**config.mk**
```make
export PLATFORM = sky130hd
export DESIGN_NAME = four_wheel_steer_drive_sequencer
export DESIGN_NICKNAME = d
export VERILOG_FILES = /design/src/design/fwsds_pkg.sv /design/src/design/four_wheel_steer_drive_sequencer.sv
export SDC_FILE = /design/constraint.sdc
export NUM_CORES = 1
export LEC_CHECK = 0
export ABC_AREA = 0
export ABC_CLOCK_PERIOD_IN_PS = 10900
export BUFFER_PORTS_ARGS = -buffer_cell sky130_fd_sc_hd__buf_4
export CAP_MARGIN = 20
export CORE_MARGIN = 5
export CORE_UTILIZATION = 50
export DETAILED_ROUTE_END_ITERATION = 10
export GPL_ROUTABILITY_DRIVEN = 0
export PLACE_DENSITY = 0.75
export SKIP_LAST_GASP = 1
export SLEW_MARGIN = 20
export SYNTH_ARGS = -nofsm -noshare
export SYNTH_HDL_FRONTEND = slang
export SYNTH_SLANG_ARGS = --single-unit
```
**constraint.sdc**
```tcl
create_clock -name i_clk -period 10.9 [get_ports i_clk]
set_input_delay 2.725 -clock i_clk [delete_from_list [all_inputs] [get_ports i_clk]]
set_output_delay 2.725 -clock i_clk [all_outputs]
set_load 0.1 [all_outputs]
```
**src/design/fwsds_pkg.sv**
```systemverilog
// Shared types, codes and the command table of the steer/drive sequencer.
`timescale 1ns / 1ps
`default_nettype none

package fwsds_pkg;

    localparam int VALUE_W   = 16;
    localparam int TOL_W     = 15;
    localparam int OP_W      = 2;
    localparam int CMD_W     = 3;
    localparam int STAGE_W   = 2;
    localparam int CFG_IDX_W = 3;
    localparam int CFG_W     = 16;
    localparam int S_TDATA_W = 136;
    localparam int S_TUSER_W = 2;
    localparam int M_TDATA_W = 136;
    localparam int M_TUSER_W = 3;

    typedef logic signed [VALUE_W-1:0] t_val;
    typedef t_val [3:0] t_quad;

    typedef struct packed {
        t_quad steer;
        t_quad drive;
    } t_signal;

    // item kinds
    localparam logic [OP_W-1:0] OP_COMMAND  = 2'd0;
    localparam logic [OP_W-1:0] OP_ABORT    = 2'd1;
    localparam logic [OP_W-1:0] OP_FEEDBACK = 2'd2;
    localparam logic [OP_W-1:0] OP_TICK     = 2'd3;

    // commands
    localparam logic [CMD_W-1:0] CMD_STOP       = 3'd0;
    localparam logic [CMD_W-1:0] CMD_FORWARD    = 3'd1;
    localparam logic [CMD_W-1:0] CMD_BACKWARD   = 3'd2;
    localparam logic [CMD_W-1:0] CMD_CRAB_LEFT  = 3'd3;
    localparam logic [CMD_W-1:0] CMD_CRAB_RIGHT = 3'd4;
    localparam logic [CMD_W-1:0] CMD_TURN_CCW   = 3'd5;
    localparam logic [CMD_W-1:0] CMD_TURN_CW    = 3'd6;
    localparam logic [CMD_W-1:0] CMD_UNUSED     = 3'd7;

    // sequencing stages
    localparam logic [STAGE_W-1:0] STAGE_IDLE  = 2'd0;
    localparam logic [STAGE_W-1:0] STAGE_STOP  = 2'd1;
    localparam logic [STAGE_W-1:0] STAGE_STEER = 2'd2;
    localparam logic [STAGE_W-1:0] STAGE_DRIVE = 2'd3;

    // configuration register indexes
    localparam logic [CFG_IDX_W-1:0] CFG_WHEEL_VELOCITY = 3'd0;
    localparam logic [CFG_IDX_W-1:0] CFG_GEOMETRY_VALID = 3'd1;
    localparam logic [CFG_IDX_W-1:0] CFG_TURN_ANGLE_LF  = 3'd2;
    localparam logic [CFG_IDX_W-1:0] CFG_TURN_ANGLE_RF  = 3'd3;
    localparam logic [CFG_IDX_W-1:0] CFG_TURN_ANGLE_LR  = 3'd4;
    localparam logic [CFG_IDX_W-1:0] CFG_TURN_ANGLE_RR  = 3'd5;
    localparam logic [CFG_IDX_W-1:0] CFG_STEER_TOL      = 3'd6;
    localparam logic [CFG_IDX_W-1:0] CFG_DRIVE_TOL      = 3'd7;

    localparam t_val HALF_PI_Q = 16'sd6434;

    function automatic t_signal command_table(
        input logic [CMD_W-1:0] cmd,
        input logic [TOL_W-1:0] velocity,
        input logic             geometry_valid,
        input t_quad            turn_angle
    );
        t_val    vp;
        t_val    vn;
        t_signal s;
        vp = t_val'({1'b0, velocity});
        vn = -vp;
        s  = '0;
        case (cmd)
            CMD_FORWARD: begin
                s.drive = {vp, vp, vp, vp};
            end
            CMD_BACKWARD: begin
                s.drive = {vn, vn, vn, vn};
            end
            CMD_CRAB_LEFT: begin
                s.steer = {-HALF_PI_Q, HALF_PI_Q, HALF_PI_Q, -HALF_PI_Q};
                s.drive = {vn, vp, vp, vn};
            end
            CMD_CRAB_RIGHT: begin
                s.steer = {-HALF_PI_Q, HALF_PI_Q, HALF_PI_Q, -HALF_PI_Q};
                s.drive = {vp, vn, vn, vp};
            end
            CMD_TURN_CCW: begin
                if (geometry_valid) begin
                    s.steer = turn_angle;
                    s.drive = {vp, vn, vp, vn};
                end
            end
            CMD_TURN_CW: begin
                if (geometry_valid) begin
                    s.steer = turn_angle;
                    s.drive = {vn, vp, vn, vp};
                end
            end
            default: begin
                s = '0;
            end
        endcase
        return s;
    endfunction

endpackage

`default_nettype wire

```
**src/design/four_wheel_steer_drive_sequencer.sv**
```systemverilog
// Top level of the four-wheel steer/drive command sequencer.
`timescale 1ns / 1ps
`default_nettype none

// Takes one item per cycle: a command, an abort, a feedback sample or a
// control tick, and returns one result transfer for each. Each item passes
// an input register, then a result register; the stop/steer/drive
// sequencing state updates as an item leaves the input register, so items
// follow each other back to back and only output backpressure stalls the
// input. Input tuser is the item kind; output tuser carries the
// signal_valid, sequencing and command_rejected flags. Configuration
// writes are taken at any cycle and must only happen while the block is
// empty.
module four_wheel_steer_drive_sequencer (
    input  wire logic                              i_clk,
    input  wire logic                              i_rst_n,
    input  wire logic                              i_cfg_we,
    input  wire logic [fwsds_pkg::CFG_IDX_W-1:0]   i_cfg_index,
    input  wire logic [fwsds_pkg::CFG_W-1:0]       i_cfg_wdata,
    input  wire logic                              s_axis_tvalid,
    output      logic                              s_axis_tready,
    // cmd[2:0], safe_switch[3], meas_steer_lf/rf/lr/rr[67:4],
    // meas_drive_lf/rf/lr/rr[131:68], zero[135:132]
    input  wire logic [fwsds_pkg::S_TDATA_W-1:0]   s_axis_tdata,
    // op[1:0]
    input  wire logic [fwsds_pkg::S_TUSER_W-1:0]   s_axis_tuser,
    output      logic                              m_axis_tvalid,
    input  wire logic                              m_axis_tready,
    // out_steer_lf/rf/lr/rr[63:0], out_drive_lf/rf/lr/rr[127:64],
    // stage[129:128], zero[135:130]
    output      logic [fwsds_pkg::M_TDATA_W-1:0]   m_axis_tdata,
    // signal_valid[0], sequencing[1], command_rejected[2]
    output      logic [fwsds_pkg::M_TUSER_W-1:0]   m_axis_tuser
);

    localparam int VW = fwsds_pkg::VALUE_W;
    localparam int TW = fwsds_pkg::TOL_W;

    // configuration
    logic [TW-1:0]                   r_velocity;
    logic                            r_geometry_valid;
    fwsds_pkg::t_quad                r_turn_angle;
    logic [TW-1:0]                   r_steer_tol;
    logic [TW-1:0]                   r_drive_tol;

    // sequencing state
    logic [fwsds_pkg::CMD_W-1:0]     r_cur_cmd,      n_cur_cmd;
    logic [fwsds_pkg::STAGE_W-1:0]   r_stage,        n_stage;
    logic                            r_step_reached, n_step_reached;
    logic                            r_forced,       n_forced;
    logic                            r_target_valid, n_target_valid;
    fwsds_pkg::t_quad                r_target,       n_target;
    fwsds_pkg::t_quad                r_last_steer,   n_last_steer;

    // input register
    logic                            r_in_valid;
    logic [fwsds_pkg::OP_W-1:0]      r_in_op;
    logic [fwsds_pkg::CMD_W-1:0]     r_in_cmd;
    logic                            r_in_safe;
    fwsds_pkg::t_quad                r_in_ms;
    fwsds_pkg::t_quad                r_in_md;

    // result register
    logic                            r_out_valid;
    logic [fwsds_pkg::M_TUSER_W-1:0] r_out_user,  n_out_user;
    fwsds_pkg::t_signal              r_out_sig,   n_out_sig;
    logic [fwsds_pkg::STAGE_W-1:0]   r_out_stage;

    logic                            out_free;
    logic                            advance;
    logic                            in_take;
    fwsds_pkg::t_quad                s_ms;
    fwsds_pkg::t_quad                s_md;
    fwsds_pkg::t_signal              cmd_sig;
    logic                            stopped;
    logic                            steered;
    logic signed [VW:0]              steer_err;
    logic signed [VW:0]              drive_ext;
    logic [VW:0]                     steer_abs;
    logic [VW:0]                     drive_abs;

    assign out_free      = !r_out_valid || m_axis_tready;
    assign advance       = r_in_valid && out_free;
    assign s_axis_tready = !r_in_valid || out_free;
    assign in_take       = s_axis_tvalid && s_axis_tready;

    always_comb begin
        for (int i = 0; i < 4; i++) begin
            s_ms[i] = s_axis_tdata[4 + VW*i +: VW];
            s_md[i] = s_axis_tdata[4 + VW*(4+i) +: VW];
        end
    end

    assign cmd_sig = fwsds_pkg::command_table(r_cur_cmd, r_velocity, r_geometry_valid,
                                              r_turn_angle);

    always_comb begin
        stopped   = 1'b1;
        steered   = 1'b1;
        steer_err = '0;
        drive_ext = '0;
        steer_abs = '0;
        drive_abs = '0;
        for (int i = 0; i < 4; i++) begin
            drive_ext = {r_in_md[i][VW-1], r_in_md[i]};
            drive_abs = drive_ext[VW] ? (VW+1)'(-drive_ext) : drive_ext;
            if (drive_abs > {2'b00, r_drive_tol}) begin
                stopped = 1'b0;
            end
            steer_err = {r_in_ms[i][VW-1], r_in_ms[i]} - {r_target[i][VW-1], r_target[i]};
            steer_abs = steer_err[VW] ? (VW+1)'(-steer_err) : steer_err;
            if (steer_abs > {2'b00, r_steer_tol}) begin
                steered = 1'b0;
            end
        end
    end

    always_comb begin
        n_cur_cmd      = r_cur_cmd;
        n_stage        = r_stage;
        n_step_reached = r_step_reached;
        n_forced       = r_forced;
        n_target_valid = r_target_valid;
        n_target       = r_target;
        n_last_steer   = r_last_steer;
        n_out_user     = '0;
        n_out_sig      = '0;
        case (r_in_op)
            fwsds_pkg::OP_COMMAND: begin
                if ((r_in_cmd inside {fwsds_pkg::CMD_TURN_CCW, fwsds_pkg::CMD_TURN_CW}) &&
                    !r_geometry_valid) begin
                    n_out_user[2] = 1'b1;
                end else if (r_in_cmd != r_cur_cmd || r_in_cmd == fwsds_pkg::CMD_STOP) begin
                    n_cur_cmd = r_in_cmd;
                    if (r_in_safe) begin
                        n_stage        = fwsds_pkg::STAGE_STOP;
                        n_target_valid = 1'b0;
                        n_step_reached = 1'b0;
                        n_forced       = 1'b0;
                    end else begin
                        n_forced = 1'b1;
                    end
                end
            end
            fwsds_pkg::OP_ABORT: begin
                n_cur_cmd = fwsds_pkg::CMD_STOP;
                n_stage   = fwsds_pkg::STAGE_IDLE;
            end
            fwsds_pkg::OP_FEEDBACK: begin
                if (r_stage == fwsds_pkg::STAGE_STOP) begin
                    n_step_reached = stopped;
                end else if (r_stage == fwsds_pkg::STAGE_STEER) begin
                    n_step_reached = r_target_valid && steered && stopped;
                end
                n_last_steer = r_in_ms;
            end
            fwsds_pkg::OP_TICK: begin
                if (r_forced) begin
                    n_out_sig     = cmd_sig;
                    n_out_user[0] = 1'b1;
                end else if (r_stage != fwsds_pkg::STAGE_IDLE) begin
                    n_out_user[1:0] = 2'b11;
                    if (r_stage == fwsds_pkg::STAGE_STOP) begin
                        n_out_sig.steer = r_last_steer;
                        n_target_valid  = 1'b0;
                    end else if (r_stage == fwsds_pkg::STAGE_STEER) begin
                        n_out_sig.steer = cmd_sig.steer;
                        n_target        = cmd_sig.steer;
                        n_target_valid  = 1'b1;
                    end else begin
                        n_out_sig      = cmd_sig;
                        n_step_reached = 1'b1;
                        n_target_valid = 1'b0;
                    end
                    if (n_step_reached) begin
                        n_stage        = r_stage + 1'b1;
                        n_step_reached = 1'b0;
                    end
                end
            end
            default: begin
                n_out_user = '0;
            end
        endcase
    end

    // configuration writes
    always_ff @(posedge i_clk) begin
        if (!i_rst_n) begin
            r_velocity       <= TW'(4096);
            r_geometry_valid <= 1'b0;
            r_turn_angle     <= '0;
            r_steer_tol      <= TW'(205);
            r_drive_tol      <= TW'(205);
        end else if (i_cfg_we) begin
            case (i_cfg_index)
                fwsds_pkg::CFG_WHEEL_VELOCITY: r_velocity       <= i_cfg_wdata[TW-1:0];
                fwsds_pkg::CFG_GEOMETRY_VALID: r_geometry_valid <= i_cfg_wdata[0];
                fwsds_pkg::CFG_TURN_ANGLE_LF:  r_turn_angle[0]  <= i_cfg_wdata[VW-1:0];
                fwsds_pkg::CFG_TURN_ANGLE_RF:  r_turn_angle[1]  <= i_cfg_wdata[VW-1:0];
                fwsds_pkg::CFG_TURN_ANGLE_LR:  r_turn_angle[2]  <= i_cfg_wdata[VW-1:0];
                fwsds_pkg::CFG_TURN_ANGLE_RR:  r_turn_angle[3]  <= i_cfg_wdata[VW-1:0];
                fwsds_pkg::CFG_STEER_TOL:      r_steer_tol      <= i_cfg_wdata[TW-1:0];
                fwsds_pkg::CFG_DRIVE_TOL:      r_drive_tol      <= i_cfg_wdata[TW-1:0];
                default: begin
                    r_velocity <= r_velocity;
                end
            endcase
        end
    end

    // sequencing state and pipeline control
    always_ff @(posedge i_clk) begin
        if (!i_rst_n) begin
            r_cur_cmd      <= fwsds_pkg::CMD_STOP;
            r_stage        <= fwsds_pkg::STAGE_IDLE;
            r_step_reached <= 1'b0;
            r_forced       <= 1'b0;
            r_target_valid <= 1'b0;
            r_last_steer   <= '0;
            r_in_valid     <= 1'b0;
            r_out_valid    <= 1'b0;
        end else begin
            if (advance) begin
                r_cur_cmd      <= n_cur_cmd;
                r_stage        <= n_stage;
                r_step_reached <= n_step_reached;
                r_forced       <= n_forced;
                r_target_valid <= n_target_valid;
                r_last_steer   <= n_last_steer;
            end
            if (s_axis_tready) begin
                r_in_valid <= s_axis_tvalid;
            end
            if (out_free) begin
                r_out_valid <= r_in_valid;
            end
        end
    end

    // payload registers
    always_ff @(posedge i_clk) begin
        if (in_take) begin
            r_in_op   <= s_axis_tuser;
            r_in_cmd  <= s_axis_tdata[2:0];
            r_in_safe <= s_axis_tdata[3];
            r_in_ms   <= s_ms;
            r_in_md   <= s_md;
        end
        if (advance) begin
            r_target    <= n_target;
            r_out_user  <= n_out_user;
            r_out_sig   <= n_out_sig;
            r_out_stage <= n_stage;
        end
    end

    assign m_axis_tvalid = r_out_valid;
    assign m_axis_tuser  = r_out_user;
    assign m_axis_tdata  = {6'b0, r_out_stage, r_out_sig.drive, r_out_sig.steer};

endmodule

`default_nettype wire

```
==> flow_summary.ini <==
[status]
result_of_the_run = complete, no violations

[worst_setup_path]
reg2reg_slack_ns = 4.71
worstPathArrival_ns = 6.73
slowest_delay_ns = 0.83
setup_crit_start_kind = flop
crit_chain = inv_1 > ha_1 > fa_1 > nand2b_1 > a21oi_1 > o41ai_1 > o21ai_1 > a2111oi_2 > nor4b_1 > a211oi_1 > o21ai_0 > xnor2_1 > ha_1 > a21oi_1 > nor2b_1 > o21ai_0 > nand2_1 > o221ai_1 > nand2_1 > a2111oi_0 > nand4_1 > o31ai_2
worstPathRequired_ns = 11.43
timing.critical_path.fanout_max = 9
timing.critical_path.to_type = flop
cp_slowest_cell = sky130_fd_sc_hd__a211oi_1
crit_type = flop to flop

[global_route]
antenna_found_initial = 6
global_route.overflow_total = 0
first_global_vias = 23975
maximum_number_of_pins_on_one_net_before_global_route_repair = 84
grt_pass1_wl_mm = 131
grtUsageTotal = 0.260

[clock_network]
cts-root-buf = sky130_fd_sc_hd__clkbuf_16
cts_made_buffers = 56
reg_clk_slew_reported_paths_ns = 0.06
h-tree-depth = 2
cts_setup_buffers = 0
holdBufCountCts = 0
clk-insertion-delay-late_ns = 0.61
ctsResizeCount = 0
cts.path.max_buffers = 3
cts_tree = built
cts.sink_count = 512

[finish]
final_common_cell = sky130_fd_sc_hd__nand2_1
area.growth.synth_to_final_pct = 16.4
layout.filler_cells = 4654
design.final.nets = 3581
layout_common_cells = sky130_fd_sc_hd__nand2_1 (478), sky130_fd_sc_hd__edfxtp_1 (328), sky130_fd_sc_hd__buf_4 (314)
drive_gt1_frac = 0.143
finish.cell_count_without_fillers = 4022

[timing]
finalCritPeriodShare = 0.568
finalMaxSlewViolations = 0
tightest_slew_ns = 1.06
unrepaired_setup_endpoints_after_global_routing = no
tns_ns = 0
layout_skew_ns = 0.0137
fmax_mhz = 161
finalSetupViolations = 0
final_report_hold_violation_count = 0
max_slew_margin = 0.290
shortest_clock_period_the_worst_path_allows_after_layout_ns = 6.19

[yosys]
synth_enable_flop_cells = 328
synthesis.yosys.warnings = 0
share_of_synthesized_flip_flops_with_an_asynchronous_set_or_reset = 0
synth-main-ff-cell = sky130_fd_sc_hd__edfxtp_1
synth_cells = 2999
ys_seq_elements = 512
post_synth.cell_area_avg_um2 = 9.51
synth.lib_cells_used.distinct = 87
synth.yosys.seq_area_share = 0.475
syn-cell-area_mm2 = 0.0285

[die]
initial_core_util = 0.506
io_pins = 303
fp.dieH_um = 249
dieArea_mm2 = 0.0619
placement_rows = 87
die_w_um = 249
design.core.area_mm2 = 0.0564

[detailed_routing]
m1WireLength_mm = 33.4
detailroute.wirelength.met2_mm = 40.0
avgViaCountPerCell = 6.01
dr_total_vias = 24154
drtPass1Iterations = 9
finalWirelength_mm = 85.1
detail_route.iter0.violations = 2492
antenna_viol_nets_final = 0
dr.max_layer_used = met5
met3WireLength_mm = 7.70
drt_drc_violations_left = 0
wl_per_cell_um = 21.2

[placed_design]
dp.final_hpwl_mm = 58.4
dpl.cell_count = 3915
portBuffers = 292

[pwr]
power_density_relative_to_cell_area_mw_per_mm2 = 148
part_of_the_power_in_registers = 0.444
cell_internal_pwr_mw = 3.56
p_clk_frac = 0.400
vdd_ir_drop_max_mv = 0.144
power_switching_mw = 1.36
switching_share = 0.277
power.share.combinational = 0.156
leakagePower_nw = 13.0

[job]
drv_cap = 0

[min_path]
hold_class = flop to flop
==> cell usage after synthesis (29+ instances only) <==
library cell,n,area [um^2]
sky130_fd_sc_hd__a211oi_1,29,218
sky130_fd_sc_hd__a21o_1,79,593
sky130_fd_sc_hd__a21oi_1,291,1460
sky130_fd_sc_hd__a22oi_1,91,683
sky130_fd_sc_hd__and2_1,43,269
sky130_fd_sc_hd__clkbuf_1,130,488
sky130_fd_sc_hd__dfxtp_1,184,3680
sky130_fd_sc_hd__edfxtp_1,328,9850
sky130_fd_sc_hd__ha_1,197,2460
sky130_fd_sc_hd__inv_1,144,541
sky130_fd_sc_hd__nand2_1,480,1800
sky130_fd_sc_hd__nand3_1,32,160
sky130_fd_sc_hd__nor2_1,218,818
sky130_fd_sc_hd__nor2b_1,31,194
sky130_fd_sc_hd__nor3_1,65,325
sky130_fd_sc_hd__o21ai_0,103,515
sky130_fd_sc_hd__xnor2_1,112,981
sky130_fd_sc_hd__xor2_1,46,403
==> per-layer routing <==
| layer | global-route usage | vias to the layer above |
|---|---|---|
| li1 | - | 11221 |
| met4 | 0.112 | 8 |
| met5 | 0 | - |
| met1 | 0.328 | 11439 |
| met2 | 0.433 | 1206 |
| met3 | 0.0589 | 280 |
==> path summary, 6_finish.rpt <==
| path | startpoint | to | depth (start not counted) |
|---|---|---|---|
| max | r_in_ms[16] | r_step_reached | 22 |
| min | r_turn_angle[4] | r_turn_angle[4] | 2 |
| max reg2reg | r_in_ms[16] | r_step_reached | 22 |
| min reg2reg | r_turn_angle[4] | r_turn_angle[4] | 2 |
==> power groups by stage <==
stage               registers, mW  clock network (mW)  logic, mW
detailed placement           2.22                   0      0.753
global route                 2.19                2.08      0.826
CTS                          2.18                1.99      0.757
global placement             2.22                   0      0.722
finish                       2.18                1.97      0.770
floorplan                    2.35                   0      0.401
==> layout make-up <==
cell class | instances | area, um^2 | share of cell area
clock buffers | 68 | 1520 | 0.0457
clock inverters | 36 | 400 | 0.0121
flip-flops and latches | 512 | 13500 | 0.408
inverters | 146 | 556 | 0.0167
well taps | 756 | 946 | 0.0285
multi-input cells | 2188 | 13900 | 0.418
diodes | 2 | 5.00 | 0.000151
repair buffers | 314 | 2360 | 0.0710
==> critical path: cells and delay by family, from the launching register on <==
family                   cells  cell delay (ns)
AND/OR/NAND/NOR              6             0.76
AO/OA/AOI/OAI               11             3.82
adder cells (fa/ha/maj)      3             0.75
XOR/XNOR                     1             0.32
buffers and inverters        1             0.08
flip-flops                   1             0.39
==> registers in the layout, summed over array words and instances, names as in the netlist, 15 cells and up <==
| signal | cells |
|---|---|
| r_steer_tol | 15 |
| drive_ext | 16 |
| m_axis_tdata | 125 |
| r_in_ms | 64 |
| r_velocity | 15 |
| r_drive_tol | 15 |
| r_last_steer | 64 |
| r_turn_angle | 64 |
| r_in_md | 48 |
| r_target | 64 |
==> cell families (layout without fill, tap and decap cells) <==
family,after synthesis,after routing,share of synthesized area
DFF,512,512,0.475
and+or+nand+nor,1016,1016,0.162
buffers and inverters,304,564,0.0414
muxes,8,8,0.00290
xor gates and xnor gates,159,159,0.0491
AOI/OAI and AO/OA,798,798,0.181
other,1,8,0.000132
adders and majority gates,201,201,0.0893
==> stage by stage <==
stage	hold slack, ns	util	cell area, um^2	total power [mW]	setup slack (ns)
after CTS	0.454	0.588	33200	4.93	4.77
after floorplan	0.436	-	28500	2.75	2.82
after global routing	0.464	0.589	33200	5.09	4.21
after global placement	0.441	0.554	31300	2.94	4.81
final	0.455	0.589	33200	4.92	4.71
after detailed placement	0.446	0.554	31300	2.98	4.77
Note: power is estimated with default switching activity, not from simulation.
